===== src/rtl/abrs_pkg.sv =====
// abrs_pkg: shared widths, controller state and command/status types
// for the aligned block range splitter. No dependencies.
`timescale 1ns / 1ps

package abrs_pkg;

   localparam int DEFAULT_ADDR_WIDTH = 32;
   localparam int START_WIDTH        = 32;
   localparam int END_WIDTH          = 33;
   localparam int LOG2_WIDTH         = 6;

   typedef enum logic {
      ST_IDLE,
      ST_RUN
   } ctrl_state_type;

   // controller -> datapath
   typedef struct packed {
      logic load;   // capture a new range
      logic step;   // emit one block into the output register
   } dp_cmd_type;

   // datapath -> controller
   typedef struct packed {
      logic last;   // the block that step would emit ends the range
   } dp_status_type;

endpackage


===== src/rtl/abrs_datapath.sv =====
// abrs_datapath: cursor / remaining-length registers, block size selection
// and the result payload register. Depends on abrs_pkg.
`timescale 1ns / 1ps

module abrs_datapath #(
   parameter int ADDR_WIDTH = abrs_pkg::DEFAULT_ADDR_WIDTH
) (
   input  logic                            clock,
   input  abrs_pkg::dp_cmd_type            cmd,
   output abrs_pkg::dp_status_type         status,
   input  logic [abrs_pkg::START_WIDTH-1:0] range_start,
   input  logic [abrs_pkg::END_WIDTH-1:0]   range_end,
   output logic [abrs_pkg::START_WIDTH-1:0] block_start,
   output logic [abrs_pkg::LOG2_WIDTH-1:0]  block_log2_size,
   output logic                             last_block,
   output logic                             empty_range
);
   import abrs_pkg::*;

   localparam int KW = $clog2(ADDR_WIDTH + 1);

   logic [ADDR_WIDTH-1:0] cursor_ff, cursor_in;
   logic [ADDR_WIDTH:0]   rem_ff, rem_in;
   logic                  empty_ff, empty_in;

   logic [START_WIDTH-1:0] start_ff;
   logic [LOG2_WIDTH-1:0]  lg_ff;
   logic                   last_ff, empty_out_ff;

   logic [END_WIDTH-1:0]  span;
   logic [END_WIDTH-1:0]  end_clamped;
   logic [END_WIDTH-1:0]  start_ext;
   logic                  range_is_empty;
   logic [KW-1:0]         tz;
   logic [KW-1:0]         msb;
   logic [KW-1:0]         k;
   logic [ADDR_WIDTH:0]   pow;

   // range clamp at load
   always_comb begin
      span           = END_WIDTH'(1) << ADDR_WIDTH;
      end_clamped    = (range_end > span) ? span : range_end;
      start_ext      = END_WIDTH'(range_start[ADDR_WIDTH-1:0]);
      range_is_empty = (start_ext >= end_clamped);
   end

   // trailing zeros of cursor (alignment) and msb of remaining length
   always_comb begin
      tz = KW'(ADDR_WIDTH);
      for (int i = ADDR_WIDTH - 1; i >= 0; i--) begin
         if (cursor_ff[i]) tz = KW'(i);
      end
      msb = '0;
      for (int j = 0; j <= ADDR_WIDTH; j++) begin
         if (rem_ff[j]) msb = KW'(j);
      end
      k   = (tz < msb) ? tz : msb;
      pow = (ADDR_WIDTH + 1)'(1) << k;
   end

   assign status.last = empty_ff || (rem_ff == pow);

   always_comb begin
      cursor_in = cursor_ff;
      rem_in    = rem_ff;
      empty_in  = empty_ff;
      if (cmd.load) begin
         cursor_in = range_start[ADDR_WIDTH-1:0];
         empty_in  = range_is_empty;
         rem_in    = range_is_empty ? '0
                   : (ADDR_WIDTH + 1)'(end_clamped - start_ext);
      end else if (cmd.step) begin
         cursor_in = cursor_ff + pow[ADDR_WIDTH-1:0];
         rem_in    = rem_ff - pow;
      end
   end

   always_ff @(posedge clock) begin
      cursor_ff <= cursor_in;
      rem_ff    <= rem_in;
      empty_ff  <= empty_in;
      if (cmd.step) begin
         start_ff     <= START_WIDTH'(cursor_ff);
         lg_ff        <= empty_ff ? '0 : LOG2_WIDTH'(k);
         last_ff      <= status.last;
         empty_out_ff <= empty_ff;
      end
   end

   assign block_start     = start_ff;
   assign block_log2_size = lg_ff;
   assign last_block      = last_ff;
   assign empty_range     = empty_out_ff;

endmodule


===== src/rtl/abrs_ctrl.sv =====
// abrs_ctrl: handshake controller; sequences load and one step per block
// and owns the result valid flag. Depends on abrs_pkg.
`timescale 1ns / 1ps

module abrs_ctrl (
   input  logic                    clock,
   input  logic                    reset,
   input  logic                    req_valid,
   output logic                    req_ready,
   output logic                    rsp_valid,
   input  logic                    rsp_ready,
   output abrs_pkg::dp_cmd_type    cmd,
   input  abrs_pkg::dp_status_type status
);
   import abrs_pkg::*;

   ctrl_state_type state_ff, state_in;
   logic           rsp_valid_ff, rsp_valid_in;
   logic           slot_free;

   always_ff @(posedge clock) begin
      if (reset) begin
         state_ff     <= ST_IDLE;
         rsp_valid_ff <= 1'b0;
      end else begin
         state_ff     <= state_in;
         rsp_valid_ff <= rsp_valid_in;
      end
   end

   always_comb begin
      state_in     = state_ff;
      rsp_valid_in = rsp_valid_ff && !rsp_ready;
      slot_free    = !rsp_valid_ff || rsp_ready;
      req_ready    = 1'b0;
      cmd          = '0;
      case (state_ff)
         ST_IDLE: begin
            req_ready = 1'b1;
            if (req_valid) begin
               cmd.load = 1'b1;
               state_in = ST_RUN;
            end
         end
         ST_RUN: begin
            if (slot_free) begin
               cmd.step     = 1'b1;
               rsp_valid_in = 1'b1;
               if (status.last) state_in = ST_IDLE;
            end
         end
         default: begin
            state_in = ST_IDLE;
         end
      endcase
   end

   assign rsp_valid = rsp_valid_ff;

endmodule


===== src/rtl/aligned_block_range_splitter.sv =====
// Aligned block range splitter: tiles [start, end) with aligned power-of-two blocks.
// A range is captured first, then one block per cycle moves into the
// output register while it is free or being drained; a range yields n blocks
// (n <= 2*ADDR_WIDTH-2). That block rate is set by the single block-select unit.
// Reset (synchronous, active high) returns the controller to idle, no beat pending.
`timescale 1ns / 1ps

module aligned_block_range_splitter #(
   parameter int ADDR_WIDTH = abrs_pkg::DEFAULT_ADDR_WIDTH
) (
   input  logic                              clock,
   input  logic                              reset,
   // range request channel
   input  logic                              req_valid,
   output logic                              req_ready,
   input  logic [abrs_pkg::START_WIDTH-1:0]  req_range_start,
   input  logic [abrs_pkg::END_WIDTH-1:0]    req_range_end,
   // block result channel
   output logic                              rsp_valid,
   input  logic                              rsp_ready,
   output logic [abrs_pkg::START_WIDTH-1:0]  rsp_block_start,
   output logic [abrs_pkg::LOG2_WIDTH-1:0]   rsp_block_log2_size,
   output logic                              rsp_last_block,
   output logic                              rsp_empty_range
);
   import abrs_pkg::*;

   dp_cmd_type    cmd;
   dp_status_type status;

   // The controller accepts a range only when idle. While running, it
   // issues one step per cycle in which the output register is free or
   // being drained, so a waiting result never blocks the next block
   // computation for more than the stall itself. After the final block is
   // loaded the controller is idle again and may take the next range while
   // that final beat still waits downstream.
   abrs_ctrl u_ctrl (
      .clock     (clock),
      .reset     (reset),
      .req_valid (req_valid),
      .req_ready (req_ready),
      .rsp_valid (rsp_valid),
      .rsp_ready (rsp_ready),
      .cmd       (cmd),
      .status    (status)
   );

   // Datapath: block size = min(alignment of cursor, floor log2 of the
   // remaining length). An empty range yields one beat with empty and last set.
   abrs_datapath #(
      .ADDR_WIDTH (ADDR_WIDTH)
   ) u_datapath (
      .clock           (clock),
      .cmd             (cmd),
      .status          (status),
      .range_start     (req_range_start),
      .range_end       (req_range_end),
      .block_start     (rsp_block_start),
      .block_log2_size (rsp_block_log2_size),
      .last_block      (rsp_last_block),
      .empty_range     (rsp_empty_range)
   );

endmodule


===== config.mk =====
export PLATFORM = sky130hd
export DESIGN_NAME = aligned_block_range_splitter
export DESIGN_NICKNAME = d
export VERILOG_FILES = /design/src/rtl/abrs_pkg.sv /design/src/rtl/abrs_datapath.sv /design/src/rtl/abrs_ctrl.sv /design/src/rtl/aligned_block_range_splitter.sv
export SDC_FILE = /design/constraint.sdc
export NUM_CORES = 1
export LEC_CHECK = 0
export ABC_AREA = 1
export BUFFER_PORTS_ARGS = -buffer_cell sky130_fd_sc_hd__buf_2
export CORE_ASPECT_RATIO = 1.5
export CORE_MARGIN = 3
export CORE_UTILIZATION = 35
export DETAILED_ROUTE_END_ITERATION = 10
export PLACE_DENSITY = 0.51
export SKIP_LAST_GASP = 1
export SYNTH_ARGS = -nofsm -noshare
export SYNTH_HDL_FRONTEND = slang
export SYNTH_SLANG_ARGS = --single-unit
export TNS_END_PERCENT = 10

===== constraint.sdc =====
create_clock -name clock -period 7.8 [get_ports clock]
set_input_delay 0.39 -clock clock [delete_from_list [all_inputs] [get_ports clock]]
set_output_delay 0.39 -clock clock [all_outputs]
set_load 0.005 [all_outputs]

==> results.toml, run 1 <==
[timing]
maxSlewViolCount = 0
post-route-min-period_ns = 7.16
fin_crit_sh_pct = 91.8
rsz0062_at_grt = "true"
tightest_slew_ns = 0.975
fmax_mhz = 140
holdWs_ns = 0.172
skew_ns = 0.0109
relSlewSlack_pct = 35.0
setup_viol = 0
hold_viol = 0

[synth]
synth_nets = 1529
ys_seq_area_share_pct = 31.9
synth_area_mm2 = 0.0101
ys_types = 53
yosys_warnings = 0
synth_edf_count = 106
netlist_instances = 1357
synth_seq_cells = 108
synthArstFlopShare_pct = 0
synth_flop_cell = "edfxtp_1"
synth_area_per_cell_um2 = 7.45

[clocking]
cts_tree = "done"
clk_latency_ns = 0.39
numClockSinks = 108
cts_hold_buf = 0
clk_pin_slew_ns = 0.08
cts_buffer_depth = 2
cts-htree-levels = 3
cts_buffers = 9
root_buffer = "clkbuf_16"

[placed_design]
dp_cells = 1846
place_congestion = 0.911
io_buffers = 110
hpwl_um = 24800

[detailed_routing]
drc = 0
drtIter0Drc = 579
dr.pass1.iters = 5
detail-route-antenna-nets = 0
via_per_inst = 4.93
wirelength_um = 30000
route.vias.total = 9209
wl_per_cell_um = 16.1

[global_routing]
antenna_found_initial = 0
grt_max_degree = 66
grt_pass1_vias = 9138
overflow = 0
grt_pass1_wl_um = 47300
grtUsageTotal_pct = 19.6

[layout]
fill_cells = 3017
final_nets = 1649
area_delta_synth_final_pct = 14.2
multi_input_area_mm2 = 0.00585
drive_gt1_share_pct = 15.5
fin_cells = 1867
regArea_mm2 = 0.00322
n_antenna_cell = 0

[floorplanning]
die_w_um = 145
boundaryPins = 111
fp-row-count = 75
die_area_mm2 = 0.0310
core_area_mm2 = 0.0282
die_height_um = 214
initial_utilization_pct = 35.8

[pwr]
leakagePower_nw = 5.68
power_density_mw_per_mm2 = 280
peakVddDrop_uv = 143

[worst_setup_path]
path_max_fanout = 10
end_kind = "register"
slowest_stage = "edfxtp_1"
path_class = "reg -> reg"
rr_worst_depth = 44
cp.required_ns = 7.92
cp_data_arrival_time_ns = 7.28
crit_path_start_kind = "register"
slowest_delay_ns = 0.48
critPathMostFrequentCell = "nand3_1"

[min_path]
hold_path_class = "in -> reg"
hold_path_depth = 2

[run]
cap_violations = 0

[outcome]
outcome = "complete, no violations"
cells by family after synthesis:
kind of cell,share of synthesized area (%)
buffers and inverters,11.0
and+or+nand+nor,22.5
DFF,31.9
AOI/OAI and AO/OA,17.4
xor gates and xnor gates,4.24
adders and majority gates,13.0
layout make-up:
| class | count | area share (%) |
|---|---|---|
| multi-input cells | 960 | 50.6 |
| flip-flops and latches | 108 | 27.9 |
| inverters | 271 | 8.83 |
| repair buffers | 127 | 5.87 |
| well taps | 385 | 4.17 |
| clock buffers | 9 | 1.95 |
| clock inverters | 7 | 0.639 |
worst paths after layout:
check | slack [ns] | from | end
hold reg to reg | 0.49 | u_ctrl.rsp_valid | u_ctrl.rsp_valid
hold / removal | 0.17 | reset | u_ctrl.rsp_valid
setup / recovery | 0.64 | u_datapath.cursor_ff[29] | u_datapath.rem_ff[26]
setup reg to reg | 0.64 | u_datapath.cursor_ff[29] | u_datapath.rem_ff[26]
cells in the mapped netlist (21+ instances only):
| master | n | share of area, % |
|---|---|---|
| nor2_1 | 127 | 4.7 |
| edfxtp_1 | 106 | 31 |
| o22ai_2 | 21 | 2.6 |
| inv_1 | 266 | 9.9 |
| nor4_1 | 22 | 1.4 |
| nand2_1 | 261 | 9.7 |
| ha_1 | 100 | 12 |
| o21ai_0 | 64 | 3.2 |
| a21oi_1 | 114 | 5.6 |
| nand3_1 | 63 | 3.1 |
| xnor2_1 | 32 | 2.8 |
state kept, by name, indices dropped and copies added (netlist names):
register	cells
u_datapath.empty_range	1
u_ctrl.state_ff	1
u_datapath.empty_ff	1
u_datapath.block_start	32
u_datapath.rem_ff	33
u_datapath.cursor_ff	32
u_ctrl.rsp_valid	1
u_datapath.last_block	1
u_datapath.block_log2_size	6
stage by stage:
stage	utilization [%]	power [mW]	instance area, µm²	TNS [ns]	setup WS [ns]
6_report	40.9	3.24	11500	0	0.640
5_1_grt	40.9	3.53	11500	-0.170	-0.0976
4_1_cts	40.5	3.21	11400	0	0.125
3_5_place_dp	39.5	2.70	11100	-0.0682	-0.0548
3_3_place_gp	39.5	2.70	11100	0	0.0569
2_1_floorplan	-	2.23	10100	0	1.66
what timing repair did:
action | 4_1_cts | 5_1_grt
resized for setup | 1 | 17
setup buffers | 0 | 5
pin swaps | 0 | 4
endpoints found under the setup margin | 2 | 12
layout by cell type, fill, tap and decap left out, types with 14 or more instances in the layout:
master    instances
a21oi_1         112
o21ai_0          63
nand3_1          63
xor2_1           17
o22ai_2          21
edfxtp_1        106
xnor2_1          32
buf_4            17
inv_1           266
nand2_1         259
nor4_1           21
nand4_1          17
ha_1             99
nand2_2          15
or2_2            14
nor2_1          127
buf_2           110
o21ai_2          19
report_power, final:
| group | total [mW] | internal [mW] | switching [mW] |
|---|---|---|---|
| Clock | 0.488 | 0.251 | 0.237 |
| Sequential | 0.980 | 0.849 | 0.131 |
| Combinational | 1.77 | 0.696 | 1.08 |
worst max-delay path, delay by kind of cell, from the launching register on:
family | cells | cell delay, ns
AOI/OAI and AO/OA | 15 | 2.58
and+or+nand+nor | 20 | 2.40
adders and majority gates | 3 | 0.81
buffers and inverters | 6 | 0.61
DFF | 1 | 0.48
routing by layer:
metal  global-route usage, %  share of wire [%]  vias to the layer above
met5                       0                  0                        -
met4                    7.53                3.2                        0
met3                    2.41                3.3                       47
met2                    33.2                 49                      190
met1                    25.1                 44                     4208
li1                        -                  -                     4764
Note: power is estimated with default switching activity, not from simulation.
==> run 2, diff against run 1 <==
--- a/config.mk
+++ b/config.mk
@@ -6,12 +6,13 @@
 export NUM_CORES = 1
 export LEC_CHECK = 0
 export ABC_AREA = 1
-export BUFFER_PORTS_ARGS = -buffer_cell sky130_fd_sc_hd__buf_2
 export CORE_ASPECT_RATIO = 1.5
 export CORE_MARGIN = 3
 export CORE_UTILIZATION = 35
 export DETAILED_ROUTE_END_ITERATION = 10
-export PLACE_DENSITY = 0.51
+export DONT_BUFFER_PORTS = 1
+export PLACE_DENSITY = 0.48
+export RECOVER_POWER = 100
 export SKIP_LAST_GASP = 1
 export SYNTH_ARGS = -nofsm -noshare
 export SYNTH_HDL_FRONTEND = slang
==> run 2 against run 1 <==
The flow now finishes with violations (capacitance limit, slew limit). First-iteration DRC count rose by 4.7%. Clock power fell by 5.7%. Total power fell by 2.3%. Sequential power rose by 1%. Cell count fell by 5.7%. Critical endpoint is now u_datapath.cursor_ff[30].
==> results.toml, run 2 (synthesis results as in run 1) <==
[layout]
mostFrequentLayoutCells = "inv_1, nand2_1, nor2_1"
design_area_mm2 = 0.0110
drive_gt1_share_pct = 8.58
regMostFlops = "u_datapath.rem_ff"
n_antenna_cell = 0
largest_register_ffs = 33
final_nets = 1543
final_common_cell = "inv_1"
fin_cells = 1761
area_delta_synth_final_pct = 8.54

[timing]
relSlewSlack_pct = -170
post-route-min-period_ns = 7.19
hold_viol = 0
layout_setup_ws_ns = 0.610
tns_ns = 0
holdWs_ns = 0.0694
skew_ns = 0.00863
setup_viol = 0
maxSlewViolCount = 106
fin_crit_sh_pct = 92.2
rsz0062_at_grt = "true"
tightest_slew_ns = 4.05
fmax_mhz = 139

[placed_design]
post_dp_cell_area_mm2 = 0.0106
place_congestion = 0.881
pre_cts_ws_ns = 0.0277
io_buffers = 0
hpwl_um = 24500
dp_cells = 1737

[clocking]
clk_pin_slew_ns = 0.08
cts_tree = "done"
numClockSinks = 108
cts-htree-levels = 3
cts_buffers = 9
root_buffer = "clkbuf_16"
cts_buffer_depth = 2
clk_latency_ns = 0.38

[detailed_routing]
wirelength_um = 29900
wl_per_cell_um = 17.0
wl_met1_um = 13700
drtIter0Drc = 606
dr.pass1.iters = 5
route.vias.total = 8652
top_layer_used = "met4"
drc = 0
detail-route-antenna-nets = 0
wl_met3_um = 864
via_per_inst = 4.91
met2_length_um = 14700

[floorplanning]
die_area_mm2 = 0.0310
fp-row-count = 75
die_height_um = 214
initial_utilization_pct = 35.8
boundaryPins = 111
die_w_um = 145
core_area_mm2 = 0.0282

[worst_setup_path]
slowest_delay_ns = 0.47
path_buf_inv = 7
crit_path_start_kind = "register"
end_kind = "register"
path_max_fanout = 10
path_class = "reg -> reg"
slowest_stage = "edfxtp_1"
path_delay_family = "compound AO/OA/AOI/OAI gates"
cp_data_arrival_time_ns = 7.32
cp.required_ns = 7.93

[min_path]
hold_path_class = "in -> reg"

[global_routing]
antenna_found_initial = 0
grt_pass1_wl_um = 46000
overflow = 0
grt_pass1_vias = 8587
grt_max_degree = 66
grtUsageTotal_pct = 19.3

[outcome]
violations = "capacitance limit, slew limit"
outcome = "finished with violations"

[pwr]
leakagePower_nw = 5.25
peakVddDrop_uv = 117
power_density_mw_per_mm2 = 288

[run]
cap_violations = 2
## run 2: where the power goes
group | internal [mW] | switching (mW) | leakage, nW
sequential | 0.854 | 0.138 | 1.06
clock | 0.227 | 0.233 | 0.140
combinational | 0.670 | 1.04 | 4.05
## run 2: area by class of cell
cell class	count	area, µm²
Fill cell	3011	17300
Multi-Input combinational cell	960	5820
Sequential cell	108	3220
Inverter	271	1020
Tap cell	385	482
Clock buffer	11	243
Timing Repair Buffer	21	150
Clock inverter	5	36.3
## run 2: repair_timing
action | 4_1_cts | 5_1_grt
hold buffers | 0 | 0
endpoints found under the setup margin | 0 | 14
setup buffers | 0 | 8
gates resized for setup | 0 | 11
## run 2: routing by layer
metal  track usage, %  vias to the layer above
li1                 -                     4564
met1             25.2                     3909
met2             32.8                      149
met3             2.48                       30
met4             6.29                        0
met5                0                        -
## run 2: through the flow
step           utilization, %  power, mW
6_report                 38.9       3.17
5_1_grt                  38.9       3.45
4_1_cts                  38.5       3.15
3_5_place_dp             37.5       2.67
3_3_place_gp             37.5       2.67
2_1_floorplan               -       2.23
## run 2: path summary, 6_finish.rpt
path	depth (start not counted)	slack [ns]	startpoint	to
setup / recovery	47	0.61	u_datapath.cursor_ff[29]	u_datapath.cursor_ff[30]
hold / removal	1	0.07	reset	u_ctrl.rsp_valid
setup reg to reg	47	0.61	u_datapath.cursor_ff[29]	u_datapath.cursor_ff[30]
hold reg to reg	0	0.50	u_datapath.cursor_ff[13]	u_datapath.block_start[13]
## run 2: worst reg2reg max path, delay by kind of cell, from the launching register on
kind,cells,cell delay (ns)
flip-flops,1,0.47
buffers and inverters,7,0.72
XOR/XNOR,1,0.20
AND/OR/NAND/NOR,21,2.12
AO/OA/AOI/OAI,15,2.60
adder cells (fa/ha/maj),3,0.83
